===== src/rtl/irc_tok_pkg.sv =====
// ============================================================================
// irc_tok_pkg - shared types and codes of the IRC line tokenizer
// Result kinds, split modes, line-end bytes and the result beat struct.
// ============================================================================
package irc_tok_pkg;

  // Default sizing
  localparam int LINE_BYTES_DEF = 1024;
  localparam int MAX_PARAMS_DEF = 15;

  // Field widths
  localparam int BYTE_W  = 8;
  localparam int KIND_W  = 3;
  localparam int INDEX_W = 4;
  localparam int POS_W   = 10;
  localparam int LIMIT_W = 4;

  // Result kinds
  localparam logic [KIND_W-1:0] KIND_TEXT    = 3'd0;
  localparam logic [KIND_W-1:0] KIND_SEP     = 3'd1;
  localparam logic [KIND_W-1:0] KIND_LINE    = 3'd2;
  localparam logic [KIND_W-1:0] KIND_OUTSIDE = 3'd3;
  localparam logic [KIND_W-1:0] KIND_DROP    = 3'd4;

  // Split modes
  localparam logic [1:0] MODE_FIRST  = 2'd0;
  localparam logic [1:0] MODE_SPLIT  = 2'd1;
  localparam logic [1:0] MODE_COLON  = 2'd2;
  localparam logic [1:0] MODE_BEYOND = 2'd3;

  // Special bytes
  localparam logic [BYTE_W-1:0] CHAR_CR    = 8'd13;
  localparam logic [BYTE_W-1:0] CHAR_LF    = 8'd10;
  localparam logic [BYTE_W-1:0] CHAR_SPACE = 8'd32;
  localparam logic [BYTE_W-1:0] CHAR_COLON = 8'd58;

  localparam logic [LIMIT_W-1:0] LIMIT_RESET = 4'd15;

  // One classified result beat
  typedef struct packed {
    logic [KIND_W-1:0]  kind;
    logic [BYTE_W-1:0]  data_byte;
    logic [INDEX_W-1:0] param_index;
    logic [POS_W-1:0]   line_pos;
    logic [INDEX_W-1:0] param_total;
  } result_t;

endpackage


===== src/rtl/irc_line_tokenizer.sv =====
// ============================================================================
// irc_line_tokenizer - IRC line and parameter tokenizer, one byte per beat
// Splits a received byte stream into CR/LF-ended lines and space-separated
// parameters and emits one classified result beat per input byte.
// ============================================================================
// Usage:
//   rx channel  (rx_valid/rx_ready/rx_byte): one received byte per beat.
//   out channel (out_valid/out_ready + kind, data_byte, param_index,
//               line_pos, param_total): one result beat per input byte,
//               in input order.
//   cfg channel (cfg_valid/cfg_ready/cfg_data): writes param_limit; always
//               ready. Write it only while no byte is in flight.
// Pipeline: two register stages, byte stage then result register.
// Throughput: one byte per cycle while out_ready stays high; the only loop is
//   the line state update in the classifier, registered on each advance.
// Reset: rst (synchronous, active high) empties both stages, clears the line
//   state and sets param_limit to 15.
// Stall: while out_ready is low the result register holds its beat; the byte
//   stage still takes one more byte, then rx_ready drops until the result
//   register drains.
// ============================================================================
module irc_line_tokenizer #(
  parameter int LINE_BYTES = irc_tok_pkg::LINE_BYTES_DEF,
  parameter int MAX_PARAMS = irc_tok_pkg::MAX_PARAMS_DEF
) (
  input  logic                                clk,
  input  logic                                rst,
  // byte input
  input  logic                                rx_valid,
  output logic                                rx_ready,
  input  logic [irc_tok_pkg::BYTE_W-1:0]      rx_byte,
  // configuration write
  input  logic                                cfg_valid,
  output logic                                cfg_ready,
  input  logic [irc_tok_pkg::LIMIT_W-1:0]     cfg_data,
  // result output
  output logic                                out_valid,
  input  logic                                out_ready,
  output logic [irc_tok_pkg::KIND_W-1:0]      kind,
  output logic [irc_tok_pkg::BYTE_W-1:0]      data_byte,
  output logic [irc_tok_pkg::INDEX_W-1:0]     param_index,
  output logic [irc_tok_pkg::POS_W-1:0]       line_pos,
  output logic [irc_tok_pkg::INDEX_W-1:0]     param_total
);
  import irc_tok_pkg::*;

  // Configuration register
  logic [LIMIT_W-1:0] param_limit;

  // Byte stage
  logic              stage_valid;
  logic [BYTE_W-1:0] stage_byte;

  // Result register
  result_t out_reg;
  result_t result;

  logic out_free;   // result register can take a beat this cycle
  logic advance;    // staged byte moves into the result register

  assign out_free  = !out_valid || out_ready;
  assign advance   = stage_valid && out_free;
  assign rx_ready  = !stage_valid || out_free;
  assign cfg_ready = 1'b1;

  // Hold the limit; any write beat replaces it.
  always_ff @(posedge clk) begin
    if (rst) begin
      param_limit <= LIMIT_RESET;
    end else if (cfg_valid) begin
      param_limit <= cfg_data;
    end
  end

  // Byte stage: load on an accepted rx beat, empty when the byte advances.
  always_ff @(posedge clk) begin
    if (rst) begin
      stage_valid <= 1'b0;
    end else if (rx_valid && rx_ready) begin
      stage_valid <= 1'b1;
    end else if (advance) begin
      stage_valid <= 1'b0;
    end
  end

  always_ff @(posedge clk) begin
    if (rx_valid && rx_ready) begin
      stage_byte <= rx_byte;
    end
  end

  // Classify the staged byte and advance the line state.
  irc_tok_core #(
    .LINE_BYTES (LINE_BYTES),
    .MAX_PARAMS (MAX_PARAMS)
  ) u_core (
    .clk         (clk),
    .rst         (rst),
    .advance     (advance),
    .rx_byte     (stage_byte),
    .param_limit (param_limit),
    .result      (result)
  );

  // Result register: load on advance, drop valid once the beat is taken.
  always_ff @(posedge clk) begin
    if (rst) begin
      out_valid <= 1'b0;
    end else if (advance) begin
      out_valid <= 1'b1;
    end else if (out_ready) begin
      out_valid <= 1'b0;
    end
  end

  always_ff @(posedge clk) begin
    if (advance) begin
      out_reg <= result;
    end
  end

  assign kind        = out_reg.kind;
  assign data_byte   = out_reg.data_byte;
  assign param_index = out_reg.param_index;
  assign line_pos    = out_reg.line_pos;
  assign param_total = out_reg.param_total;

  // --------------------------------------------------------------------------
  // Assertions
  // --------------------------------------------------------------------------
  a_advance_shows: assert property (@(posedge clk) disable iff (rst)
    advance |=> out_valid)
    else $error("advanced byte did not reach the result register");

  a_stage_holds: assert property (@(posedge clk) disable iff (rst)
    (stage_valid && !out_free) |=> (stage_valid && $stable(stage_byte)))
    else $error("staged byte lost while the result register was full");

  a_kind_range: assert property (@(posedge clk) disable iff (rst)
    out_valid |-> (kind <= KIND_DROP))
    else $error("result kind out of range");

  a_total_on_line: assert property (@(posedge clk) disable iff (rst)
    (out_valid && (kind != KIND_LINE)) |-> (param_total == '0))
    else $error("parameter total set on a beat that does not end a line");

endmodule


===== src/rtl/irc_tok_core.sv =====
// ============================================================================
// irc_tok_core - line state and byte classifier
// Holds the per-line split state, classifies the staged byte and advances
// the state when the byte moves into the result register.
// ============================================================================
module irc_tok_core #(
  parameter int LINE_BYTES = irc_tok_pkg::LINE_BYTES_DEF,
  parameter int MAX_PARAMS = irc_tok_pkg::MAX_PARAMS_DEF
) (
  input  logic                                clk,
  input  logic                                rst,
  input  logic                                advance,
  input  logic [irc_tok_pkg::BYTE_W-1:0]      rx_byte,
  input  logic [irc_tok_pkg::LIMIT_W-1:0]     param_limit,
  output irc_tok_pkg::result_t                result
);
  import irc_tok_pkg::*;

  localparam int LW = $clog2(LINE_BYTES);
  localparam int PW = $clog2(MAX_PARAMS + 1);
  localparam logic [LW-1:0] LEN_FULL = LW'(LINE_BYTES - 1);

  logic [LW-1:0] line_length, line_length_next;
  logic [PW-1:0] params_found, params_found_next;
  logic [1:0]    split_mode, split_mode_next;
  logic          segment_started, segment_started_next;
  logic          segment_colon, segment_colon_next;

  logic [PW-1:0] lim;
  logic [PW-1:0] found_inc;
  logic          is_eol;
  logic          is_space;

  always_comb begin
    lim       = (32'(param_limit) > MAX_PARAMS) ? PW'(MAX_PARAMS) : PW'(param_limit);
    found_inc = params_found + PW'(1);
    is_eol    = (rx_byte == CHAR_CR) || (rx_byte == CHAR_LF);
    is_space  = (rx_byte == CHAR_SPACE);

    line_length_next     = line_length;
    params_found_next    = params_found;
    split_mode_next      = split_mode;
    segment_started_next = segment_started;
    segment_colon_next   = segment_colon;

    result.kind        = KIND_TEXT;
    result.data_byte   = rx_byte;
    result.param_index = '0;
    result.line_pos    = POS_W'(line_length);
    result.param_total = '0;

    if (is_eol) begin
      result.kind        = KIND_LINE;
      result.param_total = INDEX_W'((split_mode == MODE_SPLIT) ? found_inc : params_found);
      line_length_next     = '0;
      params_found_next    = '0;
      split_mode_next      = MODE_FIRST;
      segment_started_next = 1'b0;
      segment_colon_next   = 1'b0;
    end else if (line_length == LEN_FULL) begin
      result.kind = KIND_DROP;
    end else begin
      line_length_next = line_length + LW'(1);
      unique case (split_mode)
        MODE_FIRST: begin
          if (is_space) begin
            result.kind          = KIND_SEP;
            params_found_next    = PW'(1);
            split_mode_next      = MODE_SPLIT;
            segment_started_next = 1'b0;
            segment_colon_next   = 1'b0;
          end
        end
        MODE_SPLIT: begin
          if (is_space) begin
            result.param_index = INDEX_W'(params_found);
            params_found_next  = found_inc;
            if (segment_started && segment_colon) begin
              // colon parameter swallows the space and the rest of the line
              result.kind     = KIND_TEXT;
              split_mode_next = MODE_COLON;
            end else begin
              result.kind     = KIND_SEP;
              split_mode_next = (found_inc >= lim) ? MODE_BEYOND : MODE_SPLIT;
            end
            segment_started_next = 1'b0;
            segment_colon_next   = 1'b0;
          end else begin
            if (!segment_started) begin
              segment_started_next = 1'b1;
              segment_colon_next   = (rx_byte == CHAR_COLON);
            end
            result.param_index = INDEX_W'(params_found);
          end
        end
        MODE_COLON: begin
          result.param_index = INDEX_W'(params_found - PW'(1));
        end
        MODE_BEYOND: begin
          result.kind = KIND_OUTSIDE;
        end
        default: begin
          result.kind = KIND_OUTSIDE;
        end
      endcase
    end
  end

  always_ff @(posedge clk) begin
    if (rst) begin
      line_length     <= '0;
      params_found    <= '0;
      split_mode      <= MODE_FIRST;
      segment_started <= 1'b0;
      segment_colon   <= 1'b0;
    end else if (advance) begin
      line_length     <= line_length_next;
      params_found    <= params_found_next;
      split_mode      <= split_mode_next;
      segment_started <= segment_started_next;
      segment_colon   <= segment_colon_next;
    end
  end

endmodule

===== config.mk =====
export PLATFORM = sky130hd
export DESIGN_NAME = irc_line_tokenizer
export DESIGN_NICKNAME = d
export VERILOG_FILES = /design/src/rtl/irc_tok_pkg.sv /design/src/rtl/irc_line_tokenizer.sv /design/src/rtl/irc_tok_core.sv
export SDC_FILE = /design/constraint.sdc
export NUM_CORES = 1
export LEC_CHECK = 0
export ABC_AREA = 1
export ABC_CLOCK_PERIOD_IN_PS = 1850
export BUFFER_PORTS_ARGS = -buffer_cell sky130_fd_sc_hd__buf_2
export CORE_MARGIN = 3
export CORE_UTILIZATION = 38
export DETAILED_ROUTE_END_ITERATION = 8
export GPL_TIMING_DRIVEN = 0
export PLACE_DENSITY = 0.69
export SYNTH_ARGS = -nofsm -noshare
export SYNTH_HDL_FRONTEND = slang
export SYNTH_SLANG_ARGS = --single-unit

===== constraint.sdc =====
create_clock -name clk -period 1.85 [get_ports clk]
set_clock_uncertainty 0.15 [all_clocks]
set_input_delay 0.185 -clock clk [delete_from_list [all_inputs] [get_ports clk]]
set_output_delay 0.185 -clock clk [all_outputs]
set_load 0.01 [all_outputs]

Word-level counts from Yosys, hierarchy flattened. Cells that the tools add are included.

Reductions and logical operators: 17. Equal/unequal tests: 12. Multiplexer cells: 35. $lt $le $gt $ge: 1. $add $sub $neg: 3.

Operators with widths (number): $mux 10 (2); $mux 4 (5); $eq 8x4->1 const B (2); $eq 8x6->1 const B (2); $pmux 4 s2 (2); $mux 1 (14); $mux 2 (6); $add 10x1->10 const B (1); $eq 10x10->1 const B (1); $reduce_and 5->1 (2); $pmux 3 s3 (1); $mux 3 (2); $ne 3x1->1 const B (2); $add 4x1->4 const B (1); $eq 2x2->1 const B (2); $ge 4x4->1 (1); $ne 4x4->1 const B (1); $pmux 1 s2 (2); $pmux 2 s2 (1); $reduce_and 4->1 (1); $reduce_bool 2->1 (2); $sub 4x1->4 const B (1); $logic_and 1x1->1 (3); $logic_or 1x1->1 (3); other kinds (7) (8).

Flip-flop bits (word level): 61. Bits of input ports: 17. Word-level logic and storage cells: 83. Output and inout port bits: 32.

Longest topological paths before layout. Gate-level depths: netlist (run 1).

Depth after elaboration: 8. Gate-level depth with buffers: 11.

Modules after synthesis. A second synthesis (run 1) with hierarchy kept.

Cells, all modules: 341. Area total of the unflattened synthesis: 2984.1 um^2.

By module, submodules not included: irc_tok_core (sequential area each 360.3 um^2, area an instance 1632.8 um^2, instances 1, cells an instance 272); irc_line_tokenizer (sequential area each 1231.2 um^2, area an instance 1351.3 um^2, instances 1, cells an instance 69).

Least setup slack after synthesis (run 1). Ideal clock, no wire load.

Path type: flip-flop to flip-flop. Start point: register out_valid. End point: register u_core.line_length[5]. Required time: 1630 ps. Library setup time: 70 ps. Data arrival time: 1688 ps. Clock period less this slack: 1908 ps. Path buffers: 0. Slack: -58 ps. Stages on the path, launching flop included: 8. Path through: dfxtp_1 -> nand2_1 -> nand2_1 -> inv_1 -> nand2_2 -> nor2_1 -> nand3_1 -> a21oi_1.

Word-level cells in the longest chain between the ends: 4.

RTL lines: start: declaration (RTL line irc_line_tokenizer.sv:37) `output logic out_valid,`; start signal: assignment (RTL line irc_line_tokenizer.sv:108) `out_valid <= 1'b0;`; start signal: assignment (RTL line irc_line_tokenizer.sv:110) `out_valid <= 1'b1;`; start signal: assignment (RTL line irc_line_tokenizer.sv:112) `out_valid <= 1'b0;`; $logic_not 1->1 (RTL line irc_line_tokenizer.sv:61) `assign out_free = !out_valid || out_ready;`; $logic_or 1x1->1 (RTL line irc_line_tokenizer.sv:61); $logic_and 1x1->1 (RTL line irc_line_tokenizer.sv:62) `assign advance = stage_valid && out_free;`; named net advance (RTL line irc_line_tokenizer.sv:59) `logic advance;`; $reduce_and 2->1 (no source line); end signal: assignment (RTL line irc_tok_core.sv:117) `line_length <= line_length_next;`; end: declaration (RTL line irc_tok_core.sv:23) `logic [LW-1:0] line_length, line_length_next;`.

The timed path passes the listed nets, and every way through them passes these cells. A chain may end at the register's enable or synchronous reset.

Final worst setup path (run 1).
Start point: register u_core.params_found[1]. End point: register u_core.split_mode[1].

Word-level cells in the longest chain between the ends: 8.

RTL lines: start: declaration (RTL line irc_tok_core.sv:24) `logic [PW-1:0] params_found, params_found_next;`; start signal: assignment (RTL line irc_tok_core.sv:118) `params_found <= params_found_next;`; $add 4x1->4 (RTL line irc_tok_core.sv:36) `found_inc = params_found + PW'(1);`; $ge 4x4->1 (RTL line irc_tok_core.sv:84) `split_mode_next = (found_inc >= lim) ? MODE_BEYOND : MODE_SPLIT;`; $mux 2 (RTL line irc_tok_core.sv:84); $mux 2 (RTL line irc_tok_core.sv:78) `if (segment_started && segment_colon) begin`; $mux 2 (RTL line irc_tok_core.sv:75) `if (is_space) begin`; $pmux 2 s2 (RTL line irc_tok_core.sv:64) `unique case (split_mode)`; $mux 2 (RTL line irc_tok_core.sv:60) `end else if (line_length == LEN_FULL) begin`; $mux 2 (RTL line irc_tok_core.sv:52) `if (is_eol) begin`; end signal: assignment (RTL line irc_tok_core.sv:119) `split_mode <= split_mode_next;`; end: declaration (RTL line irc_tok_core.sv:25) `logic [1:0] split_mode, split_mode_next;`.

No other way between the ends. The select of a mux whose other input is x is not followed.

==> impl_metrics.toml, run 1 <==
[final_layout]
final_cell_mix = "nand2_1, buf_2, edfxtp_1"
n_antenna_cell = 0
layout_commonest_cell = "nand2_1"
syn2layout_area_growth_pct = 34.0
nets = 400
drive_gt1_frac = 0.290
final_area_um2 = 3690

[timing]
clock.fmax_mhz = 562
drv_slew = 0
layout_setup_ws_ns = 0.0713
rsz0062_at_grt = "true"
setup_tns_ns = 0
fin_crit_sh = 0.961
final-setup-viol-count = 0
min_period_ns = 1.78
hold_viol_final = 0
holdWs_ns = 0.0298

[placement]
dp_hpwl_mm = 3.70
port-buffer-count = 46
preCtsSetupSlack_ns = -0.296
place.gp.congestion = 0.804
placed_area_um2 = 3110

[global_routing]
grt_use_met2 = 0.214
grt_max_degree = 16
grt_usage = 0.139
grt_pass1_wl_mm = 9.16
grt_overflow = 0
antenna_found_initial = 0
grt_pass1_vias = 2018
use_met1 = 0.175
grt.busiest_layer = "met2"
grt_use_met3 = 0.0414

[power]
p_seq_frac = 0.514
p_clk_frac = 0.420
p_sw_frac = 0.207
power.share.combinational = 0.066
power_switching_w = 0.000609
power.leakage_nw = 1.51
power.density_nw_per_um2 = 796
internal-power_w = 0.00233
irDropWorstVdd_v = 0.000477
finalPower_w = 0.00294

[min_path]
hp-class = "in2reg"

[cts]
clk_latency_ns = 0.33
cts_root_buf = "clkbuf_8"
cts-htree-levels = 3
clockBufferDepth = 2
cts_made_buffers = 9
clk_pin_slew_worst_paths_ns = 0.06
cts_tree = "yes"
cts_sinks = 61

[status]
outcome = "finished, final reports clean"

[drt]
drcViolationCount = 0
dr.pass1.iters = 4
ant_nets = 0
drt_iter0_drc = 156
drt_wl_total_mm = 5.45
wl_per_cell_um = 11.6
via_per_inst = 4.62
vias = 2182

[synth]
synth.distinct_cells = 33
ys_ff_latch = 61
synth.area.top_cells = "edfxtp_1, dfxtp_1, nand2_1"
yosysWarnings = 0
syn_inst = 287
synth_xor_area_frac = 0.00636
synth_area_um2 = 2750
syn-num-nets = 316
synth-compound-area-share = 0.0764
synth_mux_area_frac = 0
ys_seq_area_frac = 0.578
synth_area_per_cell_um2 = 9.59
async_reset_ff_frac = 0
synth_top_family_by_area = "simple AND/OR/NAND/NOR gates"
synthSimpleGateAreaFrac = 0.219
synthAdderAreaFrac = 0.0545
synth-edff-count = 37
yosysTopAreaCell = "edfxtp_1"
synth.top_cell.area_share = 0.404
synth_ff_type = "edfxtp_1"

[critical_path]
end_kind = "flip-flop"
crit_path_max_fanout = 7
cp_data_arrival_time_ns = 1.86
cp.required_ns = 1.93
cp_slowest_cell = "dfxtp_4"
cp_top_family = "adder cells"
worstSetupPathType = "reg2reg"
timing.critical_path.buf_inv = 2
timing.critical_path.mode_cell = "nor2_1"
start_kind = "flip-flop"
path_cells = "inv_4 -> ha_4 -> ha_4 -> inv_2 -> nor2_1 -> o211ai_1 -> nand3_1 -> nor2_1 -> nor2_1 -> nand2_1 -> nand2_1"
crit_path_max_incr_delay_ns = 0.41

[die]
ios = 49
die_h_um = 91.1
die-area_um2 = 8300
die_w_um = 91.1
rows = 30
start_util = 0.399
core_um2 = 6910

[job]
drv_cap = 0
## flip-flops by register name (all words and copies together) (netlist names), 4 cells and up
signal,flops
u_core.line_length,10
param_limit,4
param_total,4
param_index,4
stage_byte,8
line_pos,10
data_byte,8
u_core.params_found,4
## synthesized netlist by cell type (3+ instances only)
cell,n
nand3b_1,4
nor2_2,4
nand3_1,19
ha_1,12
edfxtp_1,37
dfxtp_1,24
buf_2,3
nand2_1,53
nand2_2,4
inv_1,31
o21ai_0,8
nor2_1,36
a21oi_1,21
nor3_1,5
## power groups by stage
stage,sequential [W],clock (W),combinational [W]
floorplan,0.00155,0,0.0000755
global placement,0.00154,0,0.000151
detailed placement,0.00154,0,0.000154
CTS,0.00151,0.00127,0.000192
global route,0.00151,0.00134,0.000218
finish,0.00151,0.00123,0.000195
## cells by family (layout without fill, tap and decap cells)
logic type                 after synthesis  count (layout)
DFF                                     61              61
AOI/OAI and AO/OA                       37              37
xor gates and xnor gates                 2               2
and+or+nand+nor                        133             133
buffers and inverters                   41             130
other                                    1               1
adders and majority gates               12              12
## routing by layer
layer  wire length, µm  share of wire
met1              2460           0.45
met2              2570           0.47
met3               321          0.059
met4                97          0.018
met5                 0              0
## worst reg2reg max path, stage by stage (launching register included)
cell and delay [ns]:
dfxtp_4 0.41, inv_4 0.05, ha_4 0.28, ha_4 0.20
inv_2 0.04, nor2_1 0.03, o211ai_1 0.16, nand3_1 0.11
nor2_1 0.11, nor2_1 0.04, nand2_1 0.05, nand2_1 0.04
## through the flow
stage / cells / util
global route: 472 / 0.534
detailed placement: 429 / 0.451
CTS: 468 / 0.516
global placement: 429 / 0.451
floorplan: 287 / -
finish: 472 / 0.534
## cell type report
class                           instances  area, µm²
Fill cell                             659       3220
Timing Repair inverter                  1       7.51
Inverter                               34        134
Timing Repair Buffer                   72        473
Clock inverter                          5       75.1
Sequential cell                        61       1600
Tap cell                               96        120
Buffer                                  7       58.8
Multi-Input combinational cell        185       1090
Clock buffer                           11        131
## path summary, 6_finish.rpt
check	cells after the start	slack, ns	start	to
worst max-delay path	11	0.07	u_core.params_found[1]	u_core.split_mode[1]
worst min-delay path	4	0.03	out_ready	stage_valid
worst max register to register	11	0.07	u_core.params_found[1]	u_core.split_mode[1]
worst min register to register	0	0.30	u_core.line_length[5]	line_pos[5]
## what timing repair did
item	CTS	global route
endpoints found under the hold margin	14	0
resized for setup	6	24
hold buffers	19	0
pin swaps	0	7
buffers inserted	3	4
gates cloned	1	0
endpoints found under the setup margin	37	17
(Power assumes the default switching activity.)
==> inputs of run 2 (changes only) <==
Settings changed: ABC_CLOCK_PERIOD_IN_PS 1850 to 1450.
Clock period 1.85 ns to 1.45 ns, I/O delays scaled along.
==> impl_metrics.toml, run 2 (synthesis gave the netlist of run 1 again) <==
[power]
power_switching_w = 0.000855
p_clk_frac = 0.366
internal-power_w = 0.00264
power.density_nw_per_um2 = 883
p_seq_frac = 0.552
power.leakage_nw = 1.59
p_sw_frac = 0.245
power.share.combinational = 0.082
irDropWorstVdd_v = 0.000529

[final_layout]
nets = 415
layout_commonest_cell = "buf_2"
drive_gt1_frac = 0.402
final_cell_mix = "buf_2, nand2_1, edfxtp_1"
syn2layout_area_growth_pct = 43.8
n_antenna_cell = 0

[status]
outcome = "complete, but fails checks"
violations = "negative setup slack"

[critical_path]
ff2ff_path_depth = 10
r2r-start = "stage_byte[2]"
worstSetupPathType = "reg2reg"
crit_path_start = "stage_byte[2]"
cp_data_arrival_time_ns = 1.86
cp_slowest_cell = "edfxtp_1"
cp_top_family = "simple AND/OR/NAND/NOR gates"
endpoint = "u_core.line_length[2]"
cp.required_ns = 1.51
timing.critical_path.buf_inv = 2
path_cells = "nor2_2 -> nand2_2 -> nand2_2 -> nand2_8 -> a21oi_4 -> buf_4 -> buf_6 -> nand2_1 -> nand2_1 -> a21oi_1"
crit_path_max_incr_delay_ns = 0.45
crit_path_max_fanout = 5
regToRegSetupSlack_ns = -0.34
start_kind = "flip-flop"
rr_endpoint = "u_core.line_length[2]"
end_kind = "flip-flop"
path_depth = 10

[cts]
cts_made_buffers = 9
clockBufferDepth = 2
clk_pin_slew_worst_paths_ns = 0.07
cts_tree = "yes"
cts_root_buf = "clkbuf_8"
cts_sinks = 61
clk_latency_ns = 0.33
cts-htree-levels = 3

[global_routing]
grt_usage = 0.147
grt_overflow = 0
grt_pass1_wl_mm = 9.75
grt_max_degree = 16
grt_pass1_vias = 2157
antenna_found_initial = 0

[job]
drv_cap = 0

[drt]
wl_per_cell_um = 12.1
dr.pass1.iters = 4
wl_met3_um = 346
via_per_inst = 4.67
ant_nets = 0
highest_layer = "met4"
wl_met2_mm = 2.82
wl_met1_mm = 2.59
vias = 2275
drt_iter0_drc = 143
drt_wl_total_mm = 5.88
drcViolationCount = 0

[timing]
final-setup-viol-count = 29
layout_setup_ws_ns = -0.342
holdWs_ns = 0.00951
rsz0062_at_grt = "true"
fin_crit_sh = 1.24
min_period_ns = 1.79
drv_slew = 0
hold_viol_final = 0
clock.fmax_mhz = 558

[die]
die_w_um = 91.1
die_h_um = 91.1
die-area_um2 = 8300
rows = 30
core_um2 = 6910
ios = 49
start_util = 0.399

[placement]
place.gp.congestion = 0.822
port-buffer-count = 46
dp_hpwl_mm = 3.76
preCtsSetupSlack_ns = -0.474

[min_path]
hp-class = "in2reg"
==> run 2: worst min path at each step <==
| stage | startpoint | to | depth (start not counted) |
|---|---|---|---|
| 6_report | rst | u_core.params_found[3] | 4 |
| 5_1_grt | rst | u_core.split_mode[1] | 4 |
| 4_1_cts | rst | u_core.params_found[1] | 4 |
| 3_5_place_dp | rx_byte[2] | stage_byte[2] | 1 |
| 3_3_place_gp | rx_byte[5] | stage_byte[5] | 1 |
| 2_1_floorplan | rx_byte[0] | stage_byte[0] | 0 |
==> run 2: layout make-up <==
type,instances,area (µm²)
flip-flops and latches,61,1610
well taps,96,120
plain buffers,7,66.3
clock inverters,7,41.3
multi-input cells,185,1230
repair inverters,1,7.51
clock buffers,9,124
inverters,34,131
repair buffers,87,627
fillers,601,2950
==> run 2: worst reg2reg max path, stage by stage, from the launching register on <==
cell and delay (ns):
edfxtp_1 0.45, nor2_2 0.15, nand2_2 0.07, nand2_2 0.10, nand2_8 0.08, a21oi_4 0.25
buf_4 0.16, buf_6 0.10, nand2_1 0.05, nand2_1 0.05, a21oi_1 0.05
==> run 2: power groups by stage <==
stage                     logic, W  registers, W  clock network [W]
final                     0.000288       0.00193            0.00128
after global routing      0.000315       0.00194            0.00138
after CTS                 0.000267       0.00193            0.00132
after detailed placement  0.000203       0.00197                  0
after global placement    0.000197       0.00197                  0
after floorplan           0.000100       0.00199                  0
==> run 2: what timing repair did <==
action | CTS | global route
hold buffers | 19 | 2
cloned | 3 | 0
pin swaps | 13 | 5
endpoints found under the setup margin | 58 | 60
gates resized for setup | 46 | 19
setup buffers | 13 | 6
endpoints found under the hold margin | 16 | 1
==> run 2: metrics by stage <==
step            util  TNS (ns)  instances  total power (W)  cell area [µm²]
6_report       0.573     -7.32        487          0.00349             3960
5_1_grt        0.573    -10.38        487          0.00363             3960
2_1_floorplan      -     -3.36        287          0.00209             2830
3_3_place_gp   0.460    -12.78        429          0.00216             3180
3_5_place_dp   0.460    -15.18        429          0.00217             3180
4_1_cts        0.552     -6.63        480          0.00352             3810
==> run 2: metal layers <==
layer	global-route usage	vias to the layer above
met1	0.178	1038
met2	0.238	71
met4	0.0766	0
li1	-	1153
met3	0.0423	13
met5	0	-
